File: src/rtl/eos_pkg.sv
`timescale 1ns / 1ps

package eos_pkg;

    localparam int unsigned PtW        = 14;
    localparam int unsigned EtaW       = 13;
    localparam int unsigned AbsEtaThrW = 12;
    localparam int unsigned IsoW       = 18;
    localparam int unsigned MvaW       = 12;
    localparam int unsigned CountW     = 8;
    localparam int unsigned CfgIdxW    = 3;
    localparam int unsigned CfgDataW   = 18;
    localparam int unsigned STdataW    = 80;
    localparam int unsigned MTdataW    = 40;

    localparam int unsigned CountLimitDefault = 255;

    // loose MVA working point, |eta| bin edges and score cuts at scale 1024
    localparam logic [EtaW-1:0]        EtaBin1Max = 13'd819;
    localparam logic [EtaW-1:0]        EtaBin2Max = 13'd1514;
    localparam logic signed [MvaW-1:0] MvaCutBin1 = -12'sd41;
    localparam logic signed [MvaW-1:0] MvaCutBin2 = 12'sd393;
    localparam logic signed [MvaW-1:0] MvaCutBin3 = -12'sd527;

    typedef enum logic [CfgIdxW-1:0] {
        CFG_PT_THR       = 3'd0,
        CFG_ABS_ETA_THR  = 3'd1,
        CFG_REL_ISO_THR  = 3'd2,
        CFG_MINI_ISO_THR = 3'd3,
        CFG_USE_MINI_ISO = 3'd4,
        CFG_USE_MVA_ID   = 3'd5,
        CFG_VETO_MODE    = 3'd6
    } cfg_idx_t;

    typedef struct packed {
        logic [PtW-1:0]        pt_threshold;
        logic [AbsEtaThrW-1:0] abs_eta_threshold;
        logic [IsoW-1:0]       rel_iso_threshold;
        logic [IsoW-1:0]       mini_iso_threshold;
        logic                  use_mini_iso;
        logic                  use_mva_id;
        logic                  veto_mode;
    } cfg_t;

    typedef struct packed {
        logic                   has_electron;
        logic [PtW-1:0]         electron_pt;
        logic signed [EtaW-1:0] electron_eta;
        logic [IsoW-1:0]        rel_isolation;
        logic [IsoW-1:0]        mini_isolation;
        logic                   cut_id_pass;
        logic signed [MvaW-1:0] mva_score;
    } cand_t;

endpackage

File: src/rtl/eos_cand_cut.sv
`timescale 1ns / 1ps

module eos_cand_cut (
    input  eos_pkg::cand_t cand,
    input  eos_pkg::cfg_t  cfg,
    output logic           selected
);

    logic [eos_pkg::EtaW-1:0] abs_eta;
    logic                     mva_ok;
    logic                     id_ok;
    logic                     iso_ok;
    logic                     pt_ok;
    logic                     eta_ok;

    assign abs_eta = cand.electron_eta[eos_pkg::EtaW-1]
                   ? (~cand.electron_eta + 1'b1) : cand.electron_eta;

    always_comb begin
        if (abs_eta <= eos_pkg::EtaBin1Max) begin
            mva_ok = cand.mva_score >= eos_pkg::MvaCutBin1;
        end else if (abs_eta <= eos_pkg::EtaBin2Max) begin
            mva_ok = cand.mva_score >= eos_pkg::MvaCutBin2;
        end else begin
            mva_ok = cand.mva_score >= eos_pkg::MvaCutBin3;
        end
    end

    assign id_ok  = cfg.use_mva_id ? mva_ok : cand.cut_id_pass;
    assign iso_ok = cfg.use_mini_iso ? (cand.mini_isolation < cfg.mini_iso_threshold)
                                     : (cand.rel_isolation < cfg.rel_iso_threshold);
    assign pt_ok  = cand.electron_pt >= cfg.pt_threshold;
    assign eta_ok = abs_eta <= {1'b0, cfg.abs_eta_threshold};

    assign selected = cand.has_electron && pt_ok && eta_ok && id_ok && iso_ok;

endmodule

File: src/rtl/electron_object_selection_top.sv
`timescale 1ns / 1ps

// Electron selection over a stream of candidates, one candidate per transaction, events
// closed by s_tlast. Every input transaction yields exactly one output transaction: m_tuser
// flags a selected candidate, and on the last transaction of an event (m_tlast) m_tdata
// carries the verdict, the saturating selected count, the leading pt and its eta; otherwise
// m_tdata is zero. Throughput is one transaction per cycle unless m_tready stalls the output;
// each transaction passes through the input register, then the result register, with the
// per-event count and leader updated between them. Configuration writes are taken at any time
// on the cfg channel but must only be issued while no transaction is in flight.
module electron_object_selection_top #(
    parameter int unsigned COUNT_LIMIT = eos_pkg::CountLimitDefault
) (
    input  logic                          aclk,
    input  logic                          aresetn,
    input  logic                          cfg_valid,
    output logic                          cfg_ready,
    input  logic [eos_pkg::CfgIdxW-1:0]   cfg_index,
    input  logic [eos_pkg::CfgDataW-1:0]  cfg_data,
    input  logic                          s_tvalid,
    output logic                          s_tready,
    // electron_pt, electron_eta, rel_isolation, mini_isolation, cut_id_pass, mva_score, pad
    input  logic [eos_pkg::STdataW-1:0]   s_tdata,
    input  logic                          s_tuser,  // has_electron
    input  logic                          s_tlast,  // last_of_event
    output logic                          m_tvalid,
    input  logic                          m_tready,
    // event_passed, selected_count, leading_pt, leading_eta, pad
    output logic [eos_pkg::MTdataW-1:0]   m_tdata,
    output logic                          m_tuser,  // electron_selected
    output logic                          m_tlast   // event_done
);

    localparam logic [eos_pkg::CountW-1:0] CountCap =
        (COUNT_LIMIT < 255) ? eos_pkg::CountW'(COUNT_LIMIT) : 8'd255;

    eos_pkg::cfg_t cfg_reg, cfg_next;

    logic           in_valid_reg, in_valid_next;
    logic           in_last_reg;
    eos_pkg::cand_t in_cand_reg;
    eos_pkg::cand_t s_cand;

    logic [eos_pkg::CountW-1:0]    count_reg, count_next;
    logic [eos_pkg::PtW-1:0]       lead_pt_reg, lead_pt_next;
    logic signed [eos_pkg::EtaW-1:0] lead_eta_reg, lead_eta_next;

    logic                            m_tvalid_reg, m_tvalid_next;
    logic [eos_pkg::MTdataW-1:0]     m_tdata_reg, m_tdata_next;
    logic                            m_tuser_reg, m_tuser_next;
    logic                            m_tlast_reg, m_tlast_next;

    logic                            out_free;
    logic                            adv;
    logic                            sel;
    logic [eos_pkg::CountW-1:0]      count_upd;
    logic [eos_pkg::PtW-1:0]         lead_pt_upd;
    logic signed [eos_pkg::EtaW-1:0] lead_eta_upd;
    logic                            event_passed;

    assign cfg_ready = 1'b1;

    always_comb begin
        cfg_next = cfg_reg;
        if (cfg_valid) begin
            case (eos_pkg::cfg_idx_t'(cfg_index))
                eos_pkg::CFG_PT_THR:       cfg_next.pt_threshold = cfg_data[13:0];
                eos_pkg::CFG_ABS_ETA_THR:  cfg_next.abs_eta_threshold = cfg_data[11:0];
                eos_pkg::CFG_REL_ISO_THR:  cfg_next.rel_iso_threshold = cfg_data;
                eos_pkg::CFG_MINI_ISO_THR: cfg_next.mini_iso_threshold = cfg_data;
                eos_pkg::CFG_USE_MINI_ISO: cfg_next.use_mini_iso = cfg_data[0];
                eos_pkg::CFG_USE_MVA_ID:   cfg_next.use_mva_id = cfg_data[0];
                eos_pkg::CFG_VETO_MODE:    cfg_next.veto_mode = cfg_data[0];
                default:                   cfg_next = cfg_reg;
            endcase
        end
    end

    always_ff @(posedge aclk) begin
        if (!aresetn) begin
            cfg_reg.pt_threshold       <= '0;
            cfg_reg.abs_eta_threshold  <= 12'd2560;
            cfg_reg.rel_iso_threshold  <= 18'd154;
            cfg_reg.mini_iso_threshold <= 18'd410;
            cfg_reg.use_mini_iso       <= 1'b0;
            cfg_reg.use_mva_id         <= 1'b0;
            cfg_reg.veto_mode          <= 1'b0;
        end else begin
            cfg_reg <= cfg_next;
        end
    end

    assign s_cand.has_electron   = s_tuser;
    assign s_cand.electron_pt    = s_tdata[13:0];
    assign s_cand.electron_eta   = s_tdata[26:14];
    assign s_cand.rel_isolation  = s_tdata[44:27];
    assign s_cand.mini_isolation = s_tdata[62:45];
    assign s_cand.cut_id_pass    = s_tdata[63];
    assign s_cand.mva_score      = s_tdata[75:64];

    assign out_free      = !m_tvalid_reg || m_tready;
    assign adv           = in_valid_reg && out_free;
    assign s_tready      = !in_valid_reg || out_free;
    assign in_valid_next = s_tready ? s_tvalid : in_valid_reg;

    always_ff @(posedge aclk) begin
        if (!aresetn) begin
            in_valid_reg <= 1'b0;
        end else begin
            in_valid_reg <= in_valid_next;
        end
    end

    always_ff @(posedge aclk) begin
        if (s_tready && s_tvalid) begin
            in_cand_reg <= s_cand;
            in_last_reg <= s_tlast;
        end
    end

    eos_cand_cut u_cand_cut (
        .cand     (in_cand_reg),
        .cfg      (cfg_reg),
        .selected (sel)
    );

    always_comb begin
        count_upd    = count_reg;
        lead_pt_upd  = lead_pt_reg;
        lead_eta_upd = lead_eta_reg;
        if (sel) begin
            if (count_reg < CountCap) begin
                count_upd = count_reg + 1'b1;
            end
            if (in_cand_reg.electron_pt > lead_pt_reg) begin
                lead_pt_upd  = in_cand_reg.electron_pt;
                lead_eta_upd = in_cand_reg.electron_eta;
            end
        end
    end

    assign event_passed = cfg_reg.veto_mode ? (count_upd == '0) : (count_upd != '0);

    always_comb begin
        count_next    = count_reg;
        lead_pt_next  = lead_pt_reg;
        lead_eta_next = lead_eta_reg;
        m_tvalid_next = m_tvalid_reg && !m_tready;
        m_tdata_next  = m_tdata_reg;
        m_tuser_next  = m_tuser_reg;
        m_tlast_next  = m_tlast_reg;
        if (adv) begin
            m_tvalid_next = 1'b1;
            m_tuser_next  = sel;
            m_tlast_next  = in_last_reg;
            if (in_last_reg) begin
                m_tdata_next  = {4'd0, lead_eta_upd, lead_pt_upd, count_upd, event_passed};
                count_next    = '0;
                lead_pt_next  = '0;
                lead_eta_next = '0;
            end else begin
                m_tdata_next  = '0;
                count_next    = count_upd;
                lead_pt_next  = lead_pt_upd;
                lead_eta_next = lead_eta_upd;
            end
        end
    end

    always_ff @(posedge aclk) begin
        if (!aresetn) begin
            count_reg    <= '0;
            lead_pt_reg  <= '0;
            lead_eta_reg <= '0;
            m_tvalid_reg <= 1'b0;
        end else begin
            count_reg    <= count_next;
            lead_pt_reg  <= lead_pt_next;
            lead_eta_reg <= lead_eta_next;
            m_tvalid_reg <= m_tvalid_next;
        end
    end

    always_ff @(posedge aclk) begin
        m_tdata_reg <= m_tdata_next;
        m_tuser_reg <= m_tuser_next;
        m_tlast_reg <= m_tlast_next;
    end

    assign m_tvalid = m_tvalid_reg;
    assign m_tdata  = m_tdata_reg;
    assign m_tuser  = m_tuser_reg;
    assign m_tlast  = m_tlast_reg;

    a_mid_event_zero: assert property (@(posedge aclk) disable iff (!aresetn)
        m_tvalid && !m_tlast |-> m_tdata == '0)
        else $error("event fields nonzero on a mid-event transaction");

    a_clear_after_last: assert property (@(posedge aclk) disable iff (!aresetn)
        adv && in_last_reg |=> count_reg == '0 && lead_pt_reg == '0 && lead_eta_reg == '0)
        else $error("event state not cleared after last transaction");

    a_count_cap: assert property (@(posedge aclk) disable iff (!aresetn)
        count_reg <= CountCap)
        else $error("selected count above its cap");

    a_lead_eta_zero: assert property (@(posedge aclk) disable iff (!aresetn)
        lead_pt_reg == '0 |-> lead_eta_reg == '0)
        else $error("leading eta set without a leading pt");

    a_stall_holds: assert property (@(posedge aclk) disable iff (!aresetn)
        m_tvalid && !m_tready |=> m_tvalid && $stable(m_tdata) && $stable(m_tuser))
        else $error("stalled result changed");

endmodule
File: config.mk
export PLATFORM = sky130hd
export DESIGN_NAME = electron_object_selection_top
export DESIGN_NICKNAME = d
export VERILOG_FILES = /design/src/rtl/eos_pkg.sv /design/src/rtl/eos_cand_cut.sv /design/src/rtl/electron_object_selection_top.sv
export SDC_FILE = /design/constraint.sdc
export NUM_CORES = 1
export LEC_CHECK = 0
export BUFFER_PORTS_ARGS = -buffer_cell sky130_fd_sc_hd__buf_2
export CAP_MARGIN = 30
export CORE_MARGIN = 2
export CORE_UTILIZATION = 50
export DETAILED_ROUTE_END_ITERATION = 10
export GPL_TIMING_DRIVEN = 0
export PLACE_DENSITY = 0.71
export SKIP_CTS_REPAIR_TIMING = 1
export SYNTH_ARGS = -nofsm -noshare
export SYNTH_HDL_FRONTEND = slang
export SYNTH_SLANG_ARGS = --single-unit
File: constraint.sdc
create_clock -name aclk -period 10.35 [get_ports aclk]
set_clock_uncertainty 0.15 [all_clocks]
set_input_delay 0.5175 -clock aclk [delete_from_list [all_inputs] [get_ports aclk]]
set_output_delay 0.5175 -clock aclk [all_outputs]
set_load 0.005 [all_outputs]
==> impl_metrics.ini, run 1 <==
[worst_setup_path]
rr_worst_depth = 19
reg2reg_from = in_cand_reg[50]
r2r-end = m_tdata[22]
crit_fanout = 10
crit_cells = 19
path_buf_inv = 5
endpoint = m_tdata[22]
crit_type = reg -> reg
end_kind = register
crit_family = simple AND/OR/NAND/NOR gates
cp.arrival_ns = 5.36
cp-start-kind = register
crit_required_ns = 10.44
path_cells = clkbuf_1, inv_1, ha_1, or3b_2, nand2_1, xor2_1, inv_1, ha_1, o41ai_1, maj3_1, o221ai_1, o311a_1, nor3_4, nand2_1, a21oi_2, buf_2, buf_6, mux2i_1, nor2_1
max_stage_delay_ns = 0.51
crit_slowest_cell = or3b_2
ff2ff_setup_slack_ns = 5.08
startpoint = in_cand_reg[50]

[floorplanning]
initial_core_util_pct = 51.2
num_rows = 53
dieArea_um2 = 22800
ioPinCount = 153
core_region_area_um2 = 21200
die_w_um = 151
die_h_um = 151

[synthesis]
synth_top_area_share_pct = 32.2
synth_compound_area_share_pct = 11.9
synthAdderAreaFrac_pct = 8.76
synthArstFlopShare_pct = 0
synth-simple-area-share_pct = 17.6
synthXorXnorAreaFrac_pct = 1.13
yosys_warnings = 0
ys_ff_latch = 218
yosys-top-cells-count = nand2_1, edfxtp_1, dfxtp_1
seq_area_frac_synth_pct = 51.0
synth.most_common_cell = nand2_1
synth_area_leaders = edfxtp_1, dfxtp_1, ha_1, nand2_1, a21oi_1
synth_cell_type_count = 71
syn_inst = 1097
synth_top_family_by_area = simple AND/OR/NAND/NOR gates
syn_area_per_cell_um2 = 9.87
syn-cell-area_um2 = 10800
ys.flop_type = edfxtp_1
synth.largest_area_cell = edfxtp_1
synth_mux_area_share_pct = 3.68
synth_edf_count = 116

[drt]
drt-initial-drc-count = 500
drc_errors = 0
via_count = 8554
firstDrtPassIters = 5
wire_per_inst_um = 16.1
postRouteWirelength_um = 25400
vias_per_cell = 5.43
drt.antenna.violating_nets = 0

[global_route]
grt_usage_pct = 22.3
antenna_found_initial = 1
grt_pass1_vias = 8016
grt_pass1_wl_um = 40300
grt_remaining_overflow = 0
grt_max_degree = 50

[layout]
drive_above_1_share_pct = 16.4
finalNetCount = 1464
largest_register_ffs = 77
final_cells = 1575
fillers = 1803
syn_to_final_growth_pct = 18.3

[clock_network]
clock-root-buffer = clkbuf_16
cts_buffers = 24
clock_latency_ns = 0.53
clk_pin_slew_ns = 0.06
cts_sinks = 218
htree_levels = 1
cts_tree = done
clock_path_buffers = 3

[sta]
clock.fmax_ghz = 0.190
rsz0062_at_grt = false
slew_viol_final = 0
min_period_over_period_pct = 50.9
setup_violations = 0
max_slew_margin_pct = 59.1
fin_tns_setup_ns = 0
finalHoldViolCount = 0
tightest_slew_ns = 0.614
min_period_ns = 5.27

[power]
p_per_area_nw_per_um2 = 153
max-vdd-ir-drop_mv = 0.135
p_leak_nw = 4.78

[placed_design]
io_buffer_count = 143
routabilityCongestion = 0.920
hpwl_um = 19000
place_inst = 1520

[outcome]
status = complete, no violations

[min_path]
min-delay-path-class = in -> reg
hp-start = s_tdata[39]

[flow_run]
drv_cap = 0
==> cell usage in the layout, fill, tap and decap left out, types with 5 or more instances in the layout <==
master | Yosys | layout
nor4_1 | 5 | 5
a21oi_1 | 78 | 78
edfxtp_1 | 116 | 116
a31oi_1 | 34 | 34
ha_1 | 75 | 75
conb_1 | 2 | 5
mux2i_1 | 33 | 33
a211o_1 | 5 | 5
inv_1 | 87 | 87
mux2_2 | 6 | 6
o21ai_0 | 17 | 17
buf_4 | 8 | 8
xor2_1 | 7 | 7
clkbuf_16 | 0 | 24
a21o_1 | 8 | 8
nand2_1 | 174 | 174
clkbuf_1 | 47 | 57
or3_1 | 15 | 15
o211ai_1 | 14 | 14
o21a_1 | 6 | 6
dlygate4sd3_1 | 0 | 10
dfxtp_1 | 102 | 102
nand3_1 | 16 | 16
nor2_1 | 64 | 64
nor2b_1 | 9 | 9
nand4_1 | 37 | 37
and3_1 | 5 | 5
xnor2_1 | 7 | 7
and2_1 | 6 | 5
nand3b_1 | 15 | 15
buf_2 | 2 | 146
nor3_1 | 16 | 16
nand2b_1 | 12 | 12
==> worst reg2reg max path, stage by stage, from the launching register on <==
cell and delay (ns):
edfxtp_1 0.38, clkbuf_1 0.22, inv_1 0.10, ha_1 0.29, or3b_2 0.51, nand2_1 0.10, xor2_1 0.19, inv_1 0.07
ha_1 0.19, o41ai_1 0.43, maj3_1 0.25, o221ai_1 0.10, o311a_1 0.21, nor3_4 0.48, nand2_1 0.12, a21oi_2 0.32
buf_2 0.29, buf_6 0.22, mux2i_1 0.26, nor2_1 0.08
==> cell families after synthesis <==
logic type / count (synthesis)
and+or+nand+nor: 394
adders and majority gates: 76
muxes: 39
other: 2
AOI/OAI and AO/OA: 203
xor gates and xnor gates: 14
DFF: 218
buffers and inverters: 151
==> cell type report <==
type,instances,area (µm²),share of cell area (%)
Sequential cell,218,5530,43.1
Clock buffer,37,679,5.30
Tap cell,275,344,2.69
Buffer,62,289,2.26
Inverter,89,334,2.61
Multi-Input combinational cell,731,4690,36.6
Antenna cell,1,2.50,0.0195
Clock inverter,7,71.3,0.557
Timing Repair Buffer,155,871,6.80
==> per-layer routing <==
metal / GRT usage, % / wire [µm] / vias to the layer above
li1: - / - / 4290
met1: 29.9 / 11300 / 3934
met2: 37.3 / 11800 / 278
met3: 4.01 / 1580 / 50
met4: 5.98 / 651 / 2
met5: 0 / 13 / -
==> through the flow <==
step / util (%) / total power (W) / cell area, µm² / setup slack (ns) / hold slack [ns]
floorplan: - / 0.00109 / 10800 / 6.05 / 0.282
global placement: 56.2 / 0.00116 / 11900 / 5.13 / 0.293
detailed placement: 56.5 / 0.00116 / 12000 / 5.17 / 0.298
CTS: 60.1 / 0.00197 / 12700 / 5.12 / -0.00393
global route: 60.5 / 0.00204 / 12800 / 4.75 / 0.000824
finish: 60.5 / 0.00196 / 12800 / 5.08 / 0.0125
==> worst min-delay path by stage <==
stage,end,slack [ns],depth (start not counted)
6_report,in_cand_reg[43],0.01,1
5_1_grt,in_cand_reg[44],0.0008,1
4_1_cts,in_cand_reg[17],-0.004,1
3_5_place_dp,cfg_reg[43],0.30,2
3_3_place_gp,cfg_reg[29],0.29,2
2_1_floorplan,cfg_reg[3],0.28,2
==> power breakdown <==
group          total, W  switching (W)  leakage (nW)  internal [W]
clock          0.000813       0.000336         0.368      0.000477
sequential     0.000963      0.0000189          1.95      0.000944
combinational  0.000184       0.000110          2.46     0.0000741
(Power assumes the default switching activity.)
==> run 2: changes to the inputs <==
ABC_AREA = 1   (was unset)
clock period = 5.28 ns   (was 10.35 ns; I/O delays follow)
==> run 2 against run 1 <==
  * The run now ends with hold timing left
  * Sequential power increased by 96%
  * Critical endpoint is now m_tdata[12]
  * Synthesized area decreased by 1.7%
  * Core utilization increased by 4.0 points
  * Routed wire length increased by 4.2%
  * Register-to-register slack got worse by 3.5 ns
  * Clock power increased by 110%
  * Synthesized cell count increased by 9.2%
  * Largest power group unchanged
  * Non-clock buffer count increased by 64
==> impl_metrics.ini, run 2 <==
[synthesis]
synthArstFlopShare_pct = 0
syn_inst = 1198
syn-cell-area_um2 = 10600
synth.most_common_cell = nand2_1
seq_area_frac_synth_pct = 51.9
synth_edf_count = 116
syn_area_per_cell_um2 = 8.88
ys.flop_type = edfxtp_1
yosys-top-cells-count = nand2_1, inv_1, a21oi_1
ys_ff_latch = 218
synth_area_leaders = edfxtp_1, dfxtp_1, ha_1, nand2_1, inv_1
yosys_warnings = 0
synth_top_area_share_pct = 32.7
synth.largest_area_cell = edfxtp_1
synth_cell_type_count = 45

[clock_network]
cts_buffers = 24
clock-root-buffer = clkbuf_16
cts_sinks = 218
cts_tree = done
clock_latency_ns = 0.52
clock_path_buffers = 3
htree_levels = 1
clk_pin_slew_ns = 0.06

[drt]
postRouteWirelength_um = 26500
via_count = 9039
vias_per_cell = 5.13
drc_errors = 0
firstDrtPassIters = 7
drt-initial-drc-count = 739
drt.antenna.violating_nets = 0
wire_per_inst_um = 15.0

[sta]
fin_tns_setup_ns = 0
min_period_over_period_pct = 70.8
min_period_ns = 3.74
max_slew_margin_pct = 59.7
hold_slack_ns = -0.0225
setup_violations = 0
finalHoldViolCount = 4
rsz0062_at_grt = false
slew_viol_final = 0
tightest_slew_ns = 0.603
clock.fmax_ghz = 0.268

[worst_setup_path]
startpoint = in_cand_reg[49]
crit_fanout = 10
end_kind = register
reg2reg_from = in_cand_reg[49]
crit_path_frequent_cell = inv_1
rr_worst_depth = 20
crit_cells = 20
cp.arrival_ns = 3.84
r2r-end = m_tdata[12]
path_cells = inv_1, ha_1, nand2_2, inv_1, nand2_1, nand3_1, nand2_2, ha_1, nand2_1, inv_1, nand4_1, nor3_1, nand2_1, nand2_2, nand3_4, nor2_8, clkbuf_4, o21ai_1, inv_1, nor2_1
path_buf_inv = 5
max_stage_delay_ns = 0.43
endpoint = m_tdata[12]
crit_type = reg -> reg
crit_family = simple AND/OR/NAND/NOR gates
cp-start-kind = register
ff2ff_setup_slack_ns = 1.54
crit_slowest_cell = edfxtp_1
crit_required_ns = 5.38

[floorplanning]
die_w_um = 150
num_rows = 53
dieArea_um2 = 22500
initial_core_util_pct = 50.8
die_h_um = 150
core_region_area_um2 = 21000
ioPinCount = 153

[flow_run]
drv_cap = 0

[placed_design]
hpwl_um = 18000
io_buffer_count = 142
place_inst = 1620
placed_cell_area_um2 = 11800
routabilityCongestion = 0.891

[layout]
final_area_um2 = 13500
largest_register_ffs = 77
layout_common_cells = nand2_1, inv_1, buf_2, a21oi_1, edfxtp_1
fin_util_pct = 64.6
fillers = 1705
syn_to_final_growth_pct = 27.2
finalNetCount = 1651
layout_commonest_cell = nand2_1
drive_above_1_share_pct = 15.8
final_cells = 1761

[global_route]
grt_pass1_wl_um = 39100
grt_max_degree = 61
grt_usage_pct = 21.8
grt_remaining_overflow = 0
grt_pass1_vias = 8004
antenna_found_initial = 1

[power]
p_per_area_nw_per_um2 = 298
max-vdd-ir-drop_mv = 0.214
p_leak_nw = 5.66

[outcome]
failed_checks = hold timing
status = complete, but fails checks

[min_path]
min-delay-path-class = in -> reg
[run 2: cell count changes after synthesis, sizes merged, moves of 17 or more]
cell and delta:
nand2 +59, o21ai +87, a31oi -33, nand3 +28
clkbuf -22, inv +103, a21oi +51, nand4 -17
nor2 +26, mux2i -33
[run 2: worst min path at each step]
stage                       from              end  slack, ns  cells after the start
floorplan            s_tdata[64]   in_cand_reg[0]       0.21                      0
global placement     s_tdata[55]  in_cand_reg[23]       0.29                      1
detailed placement   s_tdata[50]  in_cand_reg[18]       0.29                      1
CTS                  s_tdata[67]   in_cand_reg[3]      -0.25                      1
global route        cfg_data[13]      cfg_reg[16]      0.003                      3
finish              cfg_data[13]      cfg_reg[16]      -0.02                      3
[run 2: stage by stage]
stage	hold WS, ns	power, W	setup WS, ns
floorplan	0.213	0.00216	2.22
detailed placement	0.292	0.00231	1.57
global placement	0.290	0.00229	1.62
global route	0.00294	0.00419	1.31
CTS	-0.252	0.00398	1.55
finish	-0.0225	0.00403	1.54
[run 2: power breakdown]
part / switching, W / internal (W)
combinational: 0.000256 / 0.000191
sequential: 0.0000342 / 0.00186
clock: 0.000677 / 0.00101
total: 0.000968 / 0.00307
[run 2: cells by family after synthesis]
family | share of synthesized area (%)
other | 0.0706
buffers and inverters | 9.10
and+or+nand+nor | 16.1
AOI/OAI and AO/OA | 13.6
DFF | 51.9
xor gates and xnor gates | 0.329
adders and majority gates | 8.82
[run 2: cell type report]
cell class	count	area, µm²	share of cell area (%)
diodes	1	2.50	0.0185
plain buffers	40	240	1.77
clock inverters	7	96.3	0.712
well taps	275	344	2.54
inverters	194	731	5.40
flip-flops and latches	218	5530	40.8
repair buffers	241	1740	12.8
multi-input cells	749	4160	30.7
clock buffers	36	701	5.18
[run 2: worst min-delay path, cell delays in order]
cell and delay (ns):
buf_2 0.12, o21ai_0 0.10, a21oi_1 0.12
[run 2: per-layer routing]
layer  part of all wire [%]  GRT usage, %  wire length [µm]
met5                      0             0                 0
met1                     41          28.3             10800
met4                    4.1          7.45              1090
met3                    5.7          3.29              1510
met2                     49          37.3             13100
